==> config.mk <==
export PLATFORM = sky130hd
export DESIGN_NAME = current_pi_controller_antiwindup_flat
export DESIGN_NICKNAME = d
export VERILOG_FILES = /design/src/sv/cpi_pkg.sv /design/src/sv/cpi_in_if.sv /design/src/sv/cpi_out_if.sv /design/src/sv/cpi_regs.sv /design/src/sv/cpi_gain.sv /design/src/sv/cpi_state.sv /design/src/sv/current_pi_controller_antiwindup.sv /design/src/flat_wrapper.sv
export SDC_FILE = /design/constraint.sdc
export NUM_CORES = 2
export LEC_CHECK = 0
export BUFFER_PORTS_ARGS = -buffer_cell sky130_fd_sc_hd__buf_4
export CORE_MARGIN = 1
export CORE_UTILIZATION = 50
export CTS_CLUSTER_DIAMETER = 100
export DETAILED_ROUTE_END_ITERATION = 12
export PLACE_DENSITY = 0.66
export SYNTH_ARGS = -nofsm -noshare
export SYNTH_HDL_FRONTEND = slang
export SYNTH_SLANG_ARGS = --single-unit
==> constraint.sdc <==
create_clock -name clk_i -period 32.9 [get_ports clk_i]
set_input_delay 1.645 -clock clk_i [delete_from_list [all_inputs] [get_ports clk_i]]
set_output_delay 1.645 -clock clk_i [all_outputs]
set_load 0.02 [all_outputs]
==> src/sv/cpi_pkg.sv <==
// Shared widths, codes, types and the clamp helper function of the current-loop PI regulator.
`default_nettype none

package cpi_pkg;

  // Field widths.
  localparam int CUR_W     = 16;
  localparam int ERR_W     = 17;
  localparam int APPLIED_W = 21;
  localparam int VOLT_W    = 17;
  localparam int GAIN_W    = 23;
  localparam int LIMIT_W   = 16;

  // Internal arithmetic widths. A product of a 17-bit error and a 24-bit signed gain
  // fits 41 bits, and one more bit covers every sum of a product and a term.
  localparam int PROD_W = ERR_W + GAIN_W + 1;
  localparam int SUM_W  = PROD_W + 1;

  // Default number of fraction bits in the gains.
  localparam int GAIN_FRAC_BITS_DEF = 15;

  // Register file layout.
  localparam int APB_DATA_W = 32;
  localparam int APB_ADDR_W = 4;
  localparam int REG_IDX_W  = 2;

  localparam logic [REG_IDX_W-1:0] REG_PROP_GAIN = 2'd0;
  localparam logic [REG_IDX_W-1:0] REG_INT_GAIN  = 2'd1;
  localparam logic [REG_IDX_W-1:0] REG_OUT_LIMIT = 2'd2;

  localparam logic [LIMIT_W-1:0] OUT_LIMIT_RESET = 16'd12000;

  // Operation codes.
  typedef enum logic [1:0] {
    OP_PROCESS = 2'd0,
    OP_SEED    = 2'd1,
    OP_TRACK   = 2'd2,
    OP_CLEAR   = 2'd3
  } cpi_op_e;

  // Configuration registers as seen by the datapath.
  typedef struct packed {
    logic [GAIN_W-1:0]  prop_gain;
    logic [GAIN_W-1:0]  int_gain;
    logic [LIMIT_W-1:0] out_limit;
  } cpi_cfg_t;

  // Scaled terms handed from the multiplier stage to the state update.
  typedef struct packed {
    cpi_op_e                       op;
    logic                          err_pos;
    logic                          err_neg;
    logic signed [PROD_W-1:0]      p_term;
    logic signed [PROD_W-1:0]      i_step;
    logic signed [APPLIED_W-1:0]   applied;
  } cpi_prod_t;

  // Symmetric clamp of a wide signed value to +-lim.
  function automatic logic signed [VOLT_W-1:0] clamp_sym(
    input logic signed [SUM_W-1:0] v,
    input logic [LIMIT_W-1:0]      lim
  );
    logic signed [SUM_W-1:0] hi;
    logic signed [VOLT_W-1:0] res;
    hi = $signed(SUM_W'(lim));
    if (v > hi) begin
      res = VOLT_W'(hi);
    end else if (v < -hi) begin
      res = VOLT_W'(-hi);
    end else begin
      res = VOLT_W'(v);
    end
    return res;
  endfunction

endpackage

`default_nettype wire

==> src/sv/cpi_in_if.sv <==
// Input channel of the PI regulator: valid/ready handshake with one command item.
`default_nettype none

interface cpi_in_if;
  logic                                   valid;
  logic                                   ready;
  logic [1:0]                             operation;
  logic signed [cpi_pkg::CUR_W-1:0]       reference_current;
  logic signed [cpi_pkg::CUR_W-1:0]       measured_current;
  logic signed [cpi_pkg::APPLIED_W-1:0]   applied_voltage;

  modport source (
    output valid, operation, reference_current, measured_current, applied_voltage,
    input  ready
  );
  modport sink (
    input  valid, operation, reference_current, measured_current, applied_voltage,
    output ready
  );
endinterface

`default_nettype wire

==> src/sv/cpi_out_if.sv <==
// Output channel of the PI regulator: valid/ready handshake with one result item.
`default_nettype none

interface cpi_out_if;
  logic                                valid;
  logic                                ready;
  logic signed [cpi_pkg::VOLT_W-1:0]   drive_voltage;
  logic signed [cpi_pkg::VOLT_W-1:0]   integral_value;

  modport source (
    output valid, drive_voltage, integral_value,
    input  ready
  );
  modport sink (
    input  valid, drive_voltage, integral_value,
    output ready
  );
endinterface

`default_nettype wire

==> src/sv/cpi_regs.sv <==
// APB register file holding the gains and the output limit.
`default_nettype none

module cpi_regs (
  input  wire logic                              clk_i,
  input  wire logic                              rst_ni,
  input  wire logic                              psel,
  input  wire logic                              penable,
  input  wire logic                              pwrite,
  input  wire logic [cpi_pkg::APB_ADDR_W-1:0]    paddr,
  input  wire logic [cpi_pkg::APB_DATA_W-1:0]    pwdata,
  output logic [cpi_pkg::APB_DATA_W-1:0]         prdata,
  output logic                                   pready,
  output cpi_pkg::cpi_cfg_t                      cfg_o
);
  import cpi_pkg::*;

  logic [GAIN_W-1:0]    prop_gain_q;
  logic [GAIN_W-1:0]    int_gain_q;
  logic [LIMIT_W-1:0]   out_limit_q;
  logic [REG_IDX_W-1:0] reg_idx;
  logic                 wr_en;

  // Word index of the addressed register.
  assign reg_idx = paddr[APB_ADDR_W-1:2];
  assign wr_en   = psel && penable && pwrite && pready;
  assign pready  = 1'b1;

  // Register writes complete in the access phase.
  always_ff @(posedge clk_i or negedge rst_ni) begin
    if (!rst_ni) begin
      prop_gain_q <= '0;
      int_gain_q  <= '0;
      out_limit_q <= OUT_LIMIT_RESET;
    end else if (wr_en) begin
      case (reg_idx)
        REG_PROP_GAIN: prop_gain_q <= pwdata[GAIN_W-1:0];
        REG_INT_GAIN:  int_gain_q  <= pwdata[GAIN_W-1:0];
        REG_OUT_LIMIT: out_limit_q <= pwdata[LIMIT_W-1:0];
        default: ;
      endcase
    end
  end

  // Read data mux.
  always_comb begin
    case (reg_idx)
      REG_PROP_GAIN: prdata = APB_DATA_W'(prop_gain_q);
      REG_INT_GAIN:  prdata = APB_DATA_W'(int_gain_q);
      REG_OUT_LIMIT: prdata = APB_DATA_W'(out_limit_q);
      default:       prdata = '0;
    endcase
  end

  assign cfg_o.prop_gain = prop_gain_q;
  assign cfg_o.int_gain  = int_gain_q;
  assign cfg_o.out_limit = out_limit_q;

endmodule

`default_nettype wire

==> src/sv/cpi_gain.sv <==
// Input register and gain multiplier stage: forms the error and both scaled terms.
`default_nettype none

module cpi_gain #(
  parameter int GAIN_FRAC_BITS = cpi_pkg::GAIN_FRAC_BITS_DEF
) (
  input  wire logic              clk_i,
  input  wire logic              rst_ni,
  input  wire cpi_pkg::cpi_cfg_t cfg_i,
  cpi_in_if.sink                 in_i,
  output logic                   prod_valid_o,
  input  wire logic              prod_ready_i,
  output cpi_pkg::cpi_prod_t     prod_o
);
  import cpi_pkg::*;

  // Input register.
  logic                         in_vld_q;
  cpi_op_e                      op_q;
  logic signed [CUR_W-1:0]      ref_q;
  logic signed [CUR_W-1:0]      meas_q;
  logic signed [APPLIED_W-1:0]  applied_q;

  // Product register.
  logic                         prod_vld_q;
  cpi_prod_t                    prod_q;
  cpi_prod_t                    prod_d;

  logic                         prod_free;
  logic                         in_free;
  logic                         in_take;
  logic signed [ERR_W-1:0]      err;
  logic signed [GAIN_W:0]       kp_s;
  logic signed [GAIN_W:0]       ki_s;
  logic signed [PROD_W-1:0]     p_full;
  logic signed [PROD_W-1:0]     i_full;

  // Pipeline flow: each stage moves when the one after it is empty or draining.
  assign prod_free = !prod_vld_q || prod_ready_i;
  assign in_free   = !in_vld_q || prod_free;
  assign in_i.ready = in_free;
  assign in_take   = in_i.valid && in_free;

  always_ff @(posedge clk_i or negedge rst_ni) begin
    if (!rst_ni) begin
      in_vld_q   <= 1'b0;
      prod_vld_q <= 1'b0;
    end else begin
      if (in_free) begin
        in_vld_q <= in_i.valid;
      end
      if (prod_free) begin
        prod_vld_q <= in_vld_q;
      end
    end
  end

  // Capture a transfer on the input channel.
  always_ff @(posedge clk_i) begin
    if (in_take) begin
      op_q      <= cpi_op_e'(in_i.operation);
      ref_q     <= in_i.reference_current;
      meas_q    <= in_i.measured_current;
      applied_q <= in_i.applied_voltage;
    end
  end

  // Error and gain products, scaled with a flooring shift.
  assign err    = ERR_W'(ref_q) - ERR_W'(meas_q);
  assign kp_s   = $signed({1'b0, cfg_i.prop_gain});
  assign ki_s   = $signed({1'b0, cfg_i.int_gain});
  assign p_full = err * kp_s;
  assign i_full = err * ki_s;

  always_comb begin
    prod_d.op      = op_q;
    prod_d.err_pos = !err[ERR_W-1] && (err != '0);
    prod_d.err_neg = err[ERR_W-1];
    prod_d.p_term  = p_full >>> GAIN_FRAC_BITS;
    prod_d.i_step  = i_full >>> GAIN_FRAC_BITS;
    prod_d.applied = applied_q;
  end

  always_ff @(posedge clk_i) begin
    if (prod_free && in_vld_q) begin
      prod_q <= prod_d;
    end
  end

  assign prod_valid_o = prod_vld_q;
  assign prod_o       = prod_q;

endmodule

`default_nettype wire

==> src/sv/cpi_state.sv <==
// State update stage: anti-windup integration, clamps and the stored terms as result.
`default_nettype none

module cpi_state (
  input  wire logic               clk_i,
  input  wire logic               rst_ni,
  input  wire cpi_pkg::cpi_cfg_t  cfg_i,
  input  wire logic               prod_valid_i,
  output logic                    prod_ready_o,
  input  wire cpi_pkg::cpi_prod_t prod_i,
  cpi_out_if.source               out_o
);
  import cpi_pkg::*;

  logic                         out_vld_q;
  logic signed [VOLT_W-1:0]     integ_q;
  logic signed [VOLT_W-1:0]     integ_d;
  logic signed [VOLT_W-1:0]     drive_q;
  logic signed [VOLT_W-1:0]     drive_d;

  logic                         take;
  logic signed [SUM_W-1:0]      lim_s;
  logic signed [VOLT_W-1:0]     i_cand;
  logic signed [SUM_W-1:0]      sum;
  logic                         in_range;
  logic                         unwind;
  logic signed [VOLT_W-1:0]     proc_int;
  logic signed [VOLT_W-1:0]     proc_out;
  logic signed [VOLT_W-1:0]     applied_clamped;
  logic signed [VOLT_W-1:0]     track_int;

  // The stored terms double as the result register, so an item may only update
  // them once the previous result has been taken.
  assign prod_ready_o = !out_vld_q || out_o.ready;
  assign take         = prod_valid_i && prod_ready_o;

  assign lim_s = $signed(SUM_W'(cfg_i.out_limit));

  // Process: conditional integration of the clamped candidate.
  assign i_cand   = clamp_sym(SUM_W'(integ_q) + SUM_W'(prod_i.i_step), cfg_i.out_limit);
  assign sum      = SUM_W'(prod_i.p_term) + SUM_W'(i_cand);
  assign in_range = (sum <= lim_s) && (sum >= -lim_s);
  assign unwind   = ((sum > lim_s) && prod_i.err_neg) || ((sum < -lim_s) && prod_i.err_pos);
  assign proc_int = (in_range || unwind) ? i_cand : integ_q;
  assign proc_out = clamp_sym(SUM_W'(prod_i.p_term) + SUM_W'(proc_int), cfg_i.out_limit);

  // Seed and track share the clamped applied voltage.
  assign applied_clamped = clamp_sym(SUM_W'(prod_i.applied), cfg_i.out_limit);
  assign track_int = clamp_sym(SUM_W'(integ_q) + SUM_W'(applied_clamped) - SUM_W'(drive_q),
                               cfg_i.out_limit);

  // Next stored terms. A zero limit freezes everything but a clear.
  always_comb begin
    integ_d = integ_q;
    drive_d = drive_q;
    if (prod_i.op == OP_CLEAR) begin
      integ_d = '0;
      drive_d = '0;
    end else if (cfg_i.out_limit != '0) begin
      case (prod_i.op)
        OP_PROCESS: begin
          integ_d = proc_int;
          drive_d = proc_out;
        end
        OP_SEED: begin
          integ_d = applied_clamped;
          drive_d = applied_clamped;
        end
        OP_TRACK: begin
          integ_d = track_int;
          drive_d = applied_clamped;
        end
        default: begin
          integ_d = integ_q;
          drive_d = drive_q;
        end
      endcase
    end
  end

  always_ff @(posedge clk_i or negedge rst_ni) begin
    if (!rst_ni) begin
      out_vld_q <= 1'b0;
      integ_q   <= '0;
      drive_q   <= '0;
    end else begin
      if (prod_ready_o) begin
        out_vld_q <= prod_valid_i;
      end
      if (take) begin
        integ_q <= integ_d;
        drive_q <= drive_d;
      end
    end
  end

  assign out_o.valid          = out_vld_q;
  assign out_o.drive_voltage  = drive_q;
  assign out_o.integral_value = integ_q;

endmodule

`default_nettype wire

==> src/sv/current_pi_controller_antiwindup.sv <==
// Top level of the current-loop PI regulator with conditional-integration anti-windup.
//
// The regulator accepts one command per clock cycle unless the output side stalls, and
// returns exactly one result per command. A command passes, in order, the input register,
// the gain multipliers (two parallel 17 x 24 bit products, registered), and the state
// update, where the integral and output terms are clamped and stored. The stored terms
// themselves form the result register, so the integral feedback closes through that
// register and back-to-back commands see the state left by the command before.
// Configuration must be written through the APB port only while the block is idle; the
// block itself does not enforce this. pready is always high.
`default_nettype none

module current_pi_controller_antiwindup #(
  parameter int GAIN_FRAC_BITS = cpi_pkg::GAIN_FRAC_BITS_DEF
) (
  input  wire logic                              clk_i,
  input  wire logic                              rst_ni,
  input  wire logic                              psel,
  input  wire logic                              penable,
  input  wire logic                              pwrite,
  input  wire logic [cpi_pkg::APB_ADDR_W-1:0]    paddr,
  input  wire logic [cpi_pkg::APB_DATA_W-1:0]    pwdata,
  output logic [cpi_pkg::APB_DATA_W-1:0]         prdata,
  output logic                                   pready,
  cpi_in_if.sink                                 in_i,
  cpi_out_if.source                              out_o
);
  import cpi_pkg::*;

  cpi_cfg_t  cfg;
  cpi_prod_t prod;
  logic      prod_valid;
  logic      prod_ready;

  // Configuration registers.
  cpi_regs u_regs (
    .clk_i   (clk_i),
    .rst_ni  (rst_ni),
    .psel    (psel),
    .penable (penable),
    .pwrite  (pwrite),
    .paddr   (paddr),
    .pwdata  (pwdata),
    .prdata  (prdata),
    .pready  (pready),
    .cfg_o   (cfg)
  );

  // Input register and gain products.
  cpi_gain #(
    .GAIN_FRAC_BITS (GAIN_FRAC_BITS)
  ) u_gain (
    .clk_i        (clk_i),
    .rst_ni       (rst_ni),
    .cfg_i        (cfg),
    .in_i         (in_i),
    .prod_valid_o (prod_valid),
    .prod_ready_i (prod_ready),
    .prod_o       (prod)
  );

  // Integral and output state with the result register.
  cpi_state u_state (
    .clk_i        (clk_i),
    .rst_ni       (rst_ni),
    .cfg_i        (cfg),
    .prod_valid_i (prod_valid),
    .prod_ready_o (prod_ready),
    .prod_i       (prod),
    .out_o        (out_o)
  );

endmodule

`default_nettype wire

==> src/flat_wrapper.sv <==
// flat-port wrapper written by rule: the top's interface ports become plain ports
module current_pi_controller_antiwindup_flat import cpi_pkg::*;
#(
  parameter int GAIN_FRAC_BITS = cpi_pkg::GAIN_FRAC_BITS_DEF
)
  (clk_i, rst_ni, psel, penable, pwrite, paddr, pwdata, prdata, pready, in_i_valid, in_i_operation, in_i_reference_current, in_i_measured_current, in_i_applied_voltage, in_i_ready, out_o_valid, out_o_drive_voltage, out_o_integral_value, out_o_ready);
  cpi_in_if in_i_i ();
  cpi_out_if out_o_i ();
  input  wire logic clk_i;
  input  wire logic rst_ni;
  input  wire logic psel;
  input  wire logic penable;
  input  wire logic pwrite;
  input  wire logic [cpi_pkg::APB_ADDR_W-1:0] paddr;
  input  wire logic [cpi_pkg::APB_DATA_W-1:0] pwdata;
  output logic [cpi_pkg::APB_DATA_W-1:0] prdata;
  output logic pready;
  input wire logic [$bits(in_i_i.valid)-1:0] in_i_valid;
  input wire logic [$bits(in_i_i.operation)-1:0] in_i_operation;
  input wire logic [$bits(in_i_i.reference_current)-1:0] in_i_reference_current;
  input wire logic [$bits(in_i_i.measured_current)-1:0] in_i_measured_current;
  input wire logic [$bits(in_i_i.applied_voltage)-1:0] in_i_applied_voltage;
  output wire logic [$bits(in_i_i.ready)-1:0] in_i_ready;
  output wire logic [$bits(out_o_i.valid)-1:0] out_o_valid;
  output wire logic [$bits(out_o_i.drive_voltage)-1:0] out_o_drive_voltage;
  output wire logic [$bits(out_o_i.integral_value)-1:0] out_o_integral_value;
  input wire logic [$bits(out_o_i.ready)-1:0] out_o_ready;
  assign in_i_i.valid = in_i_valid;
  assign in_i_i.operation = in_i_operation;
  assign in_i_i.reference_current = in_i_reference_current;
  assign in_i_i.measured_current = in_i_measured_current;
  assign in_i_i.applied_voltage = in_i_applied_voltage;
  assign in_i_ready = in_i_i.ready;
  assign out_o_valid = out_o_i.valid;
  assign out_o_drive_voltage = out_o_i.drive_voltage;
  assign out_o_integral_value = out_o_i.integral_value;
  assign out_o_i.ready = out_o_ready;
  current_pi_controller_antiwindup #(.GAIN_FRAC_BITS(GAIN_FRAC_BITS)) u_core (.clk_i(clk_i), .rst_ni(rst_ni), .psel(psel), .penable(penable), .pwrite(pwrite), .paddr(paddr), .pwdata(pwdata), .prdata(prdata), .pready(pready), .in_i(in_i_i), .out_o(out_o_i));
endmodule
# Word level (Yosys, flattened, before mapping)
# Index checks and enable logic that the tools add are counted.
op_classes:
  n_addsub: 7
  n_mul: 2
  n_lt_le_gt_ge: 12
  n_reduce_logical: 31
  n_mux: 16
  n_eq_ne: 5
op_table:
  columns: ["cell", "n"]
  rows:
  - ["2-to-1 mux 17 bit", 13]
  - ["< comparator 27 x 42 -> 1 bit", 3]
  - ["multiplier 17 x 24 -> 41 bit", 2]
  - ["> comparator 27 x 17 -> 1 bit", 3]
  - ["one-hot mux 23 bit (3 select lines)", 1]
  - ["adder 26 x 17 -> 27 bit", 2]
  - ["one-hot mux 17 bit (3 select lines)", 1]
  - ["greater-or-equal comparator 27 x 42 -> 1 bit", 1]
  - ["< comparator 19 x 42 -> 1 bit", 1]
  - ["< comparator 21 x 42 -> 1 bit", 1]
  - ["negation 16 -> 42 bit", 1]
  - ["one-hot mux 17 bit (2 select lines)", 1]
  - ["adder 17 x 26 -> 27 bit", 1]
  - ["less-or-equal comparator 27 x 17 -> 1 bit", 1]
  - ["> comparator 21 x 17 -> 1 bit", 1]
  - ["> comparator 19 x 17 -> 1 bit", 1]
  - ["subtractor 18 x 17 -> 19 bit", 1]
  - ["adder 17 x 17 -> 18 bit", 1]
  - ["nonzero test 17 bit", 1]
  - ["subtractor 16 x 16 -> 17 bit", 1]
  - ["nonzero test 16 bit", 1]
  - ["logical AND 1 bit", 9]
  - ["equality test 2 bit (second input constant)", 3]
  - ["AND reduction 2 bit", 3]
  - ["other kinds (9)", 19]
word_totals:
  regBits: 231
  in_bits: 98

# Longest topological paths before layout
depth:
  depth_word: 17
  mapped_depth: 69
  depth_no_buf: 65

# Modules after synthesis
# Synthesis repeated with hierarchy kept, for this count alone.
hier_totals:
  cells_unflattened: 6001
  hier_area_um2: 52379.0
by_module_without_submodules:
  columns: ["mod", "area_per_inst_um2", "cells_per_inst", "instances", "seq_area_each_um2"]
  rows:
  - ["cpi_gain", 30199.0, 3185, 1, 4013.8]
  - ["cpi_state", 19235.9, 2599, 1, 875.8]
  - ["cpi_regs", 2944.1, 217, 1, 1560.2]

# Worst setup path before layout
# No wires, ideal clock.
synth_path:
  path_kind: "reg-to-reg"
  start: "reg u_core.u_state.integ_q[0] (netlist: u_core.u_state.out_o.integral_value[0])"
  end: "reg u_core.u_state.drive_q[11] (netlist: u_core.u_state.out_o.drive_voltage[11])"
  path_slack_ns: 17.688
  stages_incl_launch_ff: 64
  t_arrival_ns: 15.077
  setup_time_ns: 0.135
  required_ns: 32.765
  path_cell_list: "dfrtp_1 ha_1 fa_1 a211oi_1 o21ai_0 nand3_1 a21oi_1 or2_2 a21boi_0 ha_1 a21oi_1 nor2b_1 o21ai_0 a21oi_1 o21bai_1 nand3_1 o32a_1 o21ai_2 (+28 left out) a21oi_1 o41ai_2 a21oi_1 o311ai_0 a41oi_1 inv_1 ha_1 a21o_1 a21o_1 a211oi_1 o21ai_0 and2_1 a2111oi_0 nor2_1 clkbuf_1 mux2_2 a221oi_1 o22ai_1"
synth_via:
  elab_chain_len: 17
  elab_cells_between_ends: 24
  classes_between: "add/sub: 3; order compare: 8; mux: 8; reduce/logical: 5"
synth_rtl:
  columns: ["item", "line", "rtl"]
  rows:
  - ["from (decl)", "cpi_state.sv:16", "logic signed [VOLT_W-1:0] integ_q;"]
  - ["from (signal assigned)", "cpi_state.sv:91", "integ_q <= integ_d;"]
  - ["adder 17 x 26 -> 27 bit", "cpi_state.sv:40", "assign i_cand = clamp_sym(SUM_W'(integ_q) + SUM_W'(prod_i.i_step), cfg_i.out_limit);"]
  - ["< comparator 27 x 42 -> 1 bit", "cpi_pkg.sv:68", "end else if (v < -hi) begin"]
  - ["2-to-1 mux 17 bit", "cpi_pkg.sv:68", null]
  - ["2-to-1 mux 17 bit", "cpi_pkg.sv:66", "if (v > hi) begin"]
  - ["adder 26 x 17 -> 27 bit", "cpi_state.sv:41", "assign sum = SUM_W'(prod_i.p_term) + SUM_W'(i_cand);"]
  - ["< comparator 27 x 42 -> 1 bit / > comparator 27 x 17 -> 1 bit (equally long branches)", "cpi_state.sv:43", "assign unwind = ((sum > lim_s) && prod_i.err_neg) || ((sum < -lim_s) && prod_i.err_pos);"]
  - ["logical AND 1 bit", "cpi_state.sv:43", null]
  - ["logical OR 1 bit", "cpi_state.sv:43", null]
  - ["logical OR 1 bit", "cpi_state.sv:44", "assign proc_int = (in_range || unwind) ? i_cand : integ_q;"]
  - ["2-to-1 mux 17 bit (*)", "cpi_state.sv:44", null]
  - ["adder 26 x 17 -> 27 bit (*)", "cpi_state.sv:45", "assign proc_out = clamp_sym(SUM_W'(prod_i.p_term) + SUM_W'(proc_int), cfg_i.out_limit);"]
  - ["< comparator 27 x 42 -> 1 bit", "cpi_pkg.sv:68", null]
  - ["2-to-1 mux 17 bit", "cpi_pkg.sv:68", null]
  - ["2-to-1 mux 17 bit (*)", "cpi_pkg.sv:66", null]
  - ["one-hot mux 17 bit (2 select lines) (*)", "cpi_state.sv:60", "case (prod_i.op)"]
  - ["2-to-1 mux 17 bit (*)", "cpi_state.sv:59", "end else if (cfg_i.out_limit != '0) begin"]
  - ["2-to-1 mux 17 bit (*)", "cpi_state.sv:56", "if (prod_i.op == OP_CLEAR) begin"]
  - ["to (signal assigned)", "cpi_state.sv:92", "drive_q <= drive_d;"]
  - ["to (decl)", "cpi_state.sv:18", "logic signed [VOLT_W-1:0] drive_q;"]
# Mark *: on every way between the ends. The rest lies on a longest branch, timed or not. The select of a mux whose other input is x is not followed.
# A chain may end at the register's enable or synchronous reset.

# Worst setup path in the final report
layout_path:
  start: "reg u_core.u_regs.out_limit_q[1]"
  end: "reg u_core.u_state.drive_q[2] (netlist: u_core.u_state.out_o.drive_voltage[2])"
layout_via:
  elab_chain_len: 17
  elab_cells_between_ends: 31
  classes_between: "add/sub: 3; order compare: 10; mux: 10; reduce/logical: 8"
layout_rtl:
  columns: ["item", "line", "rtl"]
  rows:
  - ["from (decl)", "cpi_regs.sv:20", "logic [LIMIT_W-1:0] out_limit_q;"]
  - ["from (signal assigned)", "cpi_regs.sv:39", "REG_OUT_LIMIT: out_limit_q <= pwdata[LIMIT_W-1:0];"]
  - ["negation 16 -> 42 bit", "cpi_pkg.sv:69", "res = VOLT_W'(-hi);"]
  - ["< comparator 27 x 42 -> 1 bit", "cpi_pkg.sv:68", null]
  - ["2-to-1 mux 17 bit", "cpi_pkg.sv:68", null]
  - ["2-to-1 mux 17 bit", "cpi_pkg.sv:66", null]
  - ["adder 26 x 17 -> 27 bit", "cpi_state.sv:41", null]
  - ["< comparator 27 x 42 -> 1 bit / > comparator 27 x 17 -> 1 bit (equally long branches)", "cpi_state.sv:43", null]
  - ["logical AND 1 bit", "cpi_state.sv:43", null]
  - ["logical OR 1 bit", "cpi_state.sv:43", null]
  - ["logical OR 1 bit", "cpi_state.sv:44", null]
  - ["2-to-1 mux 17 bit", "cpi_state.sv:44", null]
  - ["adder 26 x 17 -> 27 bit", "cpi_state.sv:45", null]
  - ["< comparator 27 x 42 -> 1 bit", "cpi_pkg.sv:68", null]
  - ["2-to-1 mux 17 bit", "cpi_pkg.sv:68", null]
  - ["2-to-1 mux 17 bit", "cpi_pkg.sv:66", null]
  - ["one-hot mux 17 bit (2 select lines)", "cpi_state.sv:60", null]
  - ["2-to-1 mux 17 bit", "cpi_state.sv:59", null]
  - ["2-to-1 mux 17 bit", "cpi_state.sv:56", null]
# Parallel ways exist; a longest one is shown, timed or not. The select of a mux whose other input is x is not followed.

==> flow_metrics.env <==
export IMPL_cts_sinks=231
export IMPL_grt_max_degree=57
export IMPL_crit_top_cell="ha_1"
export IMPL_critical_path_required_ns=33.34
export IMPL_setup_violations_final=0
export IMPL_grt_pass1_wl_mm=228
export IMPL_status="finished, final reports clean"
export IMPL_root_buffer="clkbuf_16"
export IMPL_min_period_ns=19.56
export IMPL_critPathArrivalTime_ns=20.01
export IMPL_ys_ff_latch=231
export IMPL_remaining_drc_errors=0
export IMPL_syn_inst=5382
export IMPL_yosys_top_cells_area="fa_1, ha_1, edfxtp_1, inv_1, nand2_1"
export IMPL_wl_per_cell_um=21.8
export IMPL_worstSkewPairLatency_ns=0.62
export IMPL_endpoint_kind="flip-flop"
export IMPL_n_fill_cell=8755
export IMPL_die_w_um=313
export IMPL_max_stage_delay_ns=0.75
export IMPL_globalRouteOverflowTotal=0
export IMPL_syn_avg_cell_area_um2=9.00
export IMPL_hold_violations=0
export IMPL_grtUsageTotal_pct=29.8
export IMPL_synth_edf_count=132
export IMPL_tns_ns=0
export IMPL_core_area_um2=95400
export IMPL_dr_total_vias=39158
export IMPL_antenna_found_initial=5
export IMPL_yosysTopAreaCell="fa_1"
export IMPL_crit_fanout=20
export IMPL_drt_pass1_iterations=6
export IMPL_place_gp_congestion=1.02
export IMPL_wl_mm=145
export IMPL_cts_resized=0
export IMPL_yosys_warnings=0
export IMPL_ctsLongestPathBuffers=3
export IMPL_fin_crit_sh_pct=59.5
export IMPL_cts_tree="yes"
export IMPL_slew_headroom_pct=27.8
export IMPL_startpoint_type="flip-flop"
export IMPL_crit_slowest_cell="o31ai_1"
export IMPL_postCtsHoldBufs=0
export IMPL_fmax_ghz=0.0511
export IMPL_fin_nets=6758
export IMPL_netlist_area_um2=48400
export IMPL_die_y_um=313
export IMPL_synthArstFlopShare_pct=42.9
export IMPL_rsz0062_at_grt="no"
export IMPL_synthFlopType="edfxtp_1"
export IMPL_synthToLayoutAreaGrowth_pct=6.78
export IMPL_avgViaCountPerCell=5.89
export IMPL_start_util_pct=50.7
export IMPL_worst_path_buf_inv=8
export IMPL_ys_seq_area_share_pct=13.3
export IMPL_regArea_um2=6450
export IMPL_detail_route_antenna_nets=0
export IMPL_dp_hpwl_mm=117
export IMPL_postCtsSetupBuffers=0
export IMPL_synth_top_cell_area_share_pct=26.8
export IMPL_clkTransAtPathRegs_ns=0.07
export IMPL_drv_cap=0
export IMPL_yosys_top_cells_count="inv_1, ha_1, fa_1"
export IMPL_htree_levels=1
export IMPL_grt_pass1_vias=39764
export IMPL_die_area_um2=98100
export IMPL_numCtsBuffers=28
export IMPL_drt_iter0_markers=3162
export IMPL_ios=167
export IMPL_std_cell_rows=113
export IMPL_yosysMostFrequentCell="inv_1"
export IMPL_critPathKind="flip-flop to flip-flop"
export IMPL_drv_slew=0
export IMPL_yosysUniqueCellTypes=98
export IMPL_cpLargestDelayFamily="compound AO/OA/AOI/OAI gates"
export IMPL_layout_drive_gt1_share_pct=7.98
export IMPL_worstMarginPinSlew_ns=1.08
export IMPL_multi_input_area_um2=38100
export IMPL_fin_skew_ns=0.0409
export IMPL_hold_path_class="flip-flop to flip-flop"
export IMPL_io_buffers=145
state kept, by name, summed over array words and instances, names as in the netlist:
| register | count |
|---|---|
| u_core.u_gain.prod_o | 77 |
| u_core.u_regs.int_gain_q | 23 |
| u_core.u_regs.prop_gain_q | 23 |
| u_core.u_gain.applied_q | 21 |
| u_core.u_state.out_o.drive_voltage | 17 |
| u_core.u_state.out_o.integral_value | 17 |
| u_core.u_gain.meas_q | 16 |
| u_core.u_gain.ref_q | 16 |
| u_core.u_regs.out_limit_q | 16 |
| u_core.u_gain.op_q | 2 |
| u_core.u_gain.in_vld_q | 1 |
| u_core.u_gain.prod_valid_o | 1 |
| u_core.u_state.out_o.valid | 1 |
kinds of logic (layout without fill, tap and decap cells):
logic type | after synthesis | after routing | share of synthesized area, %
mux | 176 | 176 | 3.90
fa+ha+maj | 1303 | 1303 | 43.7
xor+xnor | 134 | 134 | 2.44
flops | 231 | 231 | 13.3
simple gates | 1577 | 1577 | 16.0
compound gates | 882 | 882 | 12.1
other cells | 2 | 12 | 0.0155
buf+inv | 1077 | 1066 | 8.48
metal layers:
metal	track usage, %	part of all wire, %
met1	39.8	42
met3	4.11	7.6
met2	48.6	46
met4	12.4	4.8
met5	0	0.0090
per-stage QoR:
| stage | hold slack, ns | utilization, % | setup slack, ns | area, um^2 | cells |
|---|---|---|---|---|---|
| finish | 0.415 | 54.2 | 13.34 | 51700 | 6646 |
| global placement | 0.404 | 53.1 | 14.10 | 50700 | 6592 |
| floorplan | 0.400 | - | 17.69 | 48400 | 5390 |
| CTS | 0.414 | 54.2 | 13.96 | 51700 | 6644 |
| global route | 0.424 | 54.2 | 12.80 | 51700 | 6645 |
| detailed placement | 0.405 | 53.1 | 14.02 | 50700 | 6592 |
worst paths after layout:
kind	startpoint	endpoint	slack, ns	cells after the start
hold / removal	u_core.u_gain.applied_q[5]	u_core.u_gain.prod_o[5]	0.41	0
setup reg to reg	u_core.u_regs.out_limit_q[1]	u_core.u_state.out_o.drive_voltage[2]	13.34	62
min in group asynchronous	rst_ni	u_core.u_regs.prop_gain_q[1]	1.06	1
max in group asynchronous	rst_ni	u_core.u_gain.prod_valid_o	30.61	2
hold reg to reg	u_core.u_gain.applied_q[5]	u_core.u_gain.prod_o[5]	0.41	0
setup / recovery	u_core.u_regs.out_limit_q[1]	u_core.u_state.out_o.drive_voltage[2]	13.34	62
layout make-up:
class / instances / area share [%]
multi-input combinational: 4082 / 73.6
sequential: 231 / 12.5
antenna: 2 / 0.00968
clock buffer: 30 / 1.37
timing repair buffer: 210 / 3.05
tap: 1265 / 3.06
inverter: 804 / 5.84
clock inverter: 22 / 0.574
placed cells by master (no fill, tap or decap), types with 92 or more instances in the layout:
cell,instances
a21oi_1,241
and2_1,270
buf_4,210
dfrtp_1,92
edfxtp_1,132
fa_1,647
ha_1,656
inv_1,804
mux2_2,102
nand2_1,627
nor2_1,191
o21ai_0,162
Power is left out: the tool's default activity adds up to more than one toggle a clock period on the data nets, which glitch-free logic cannot reach.
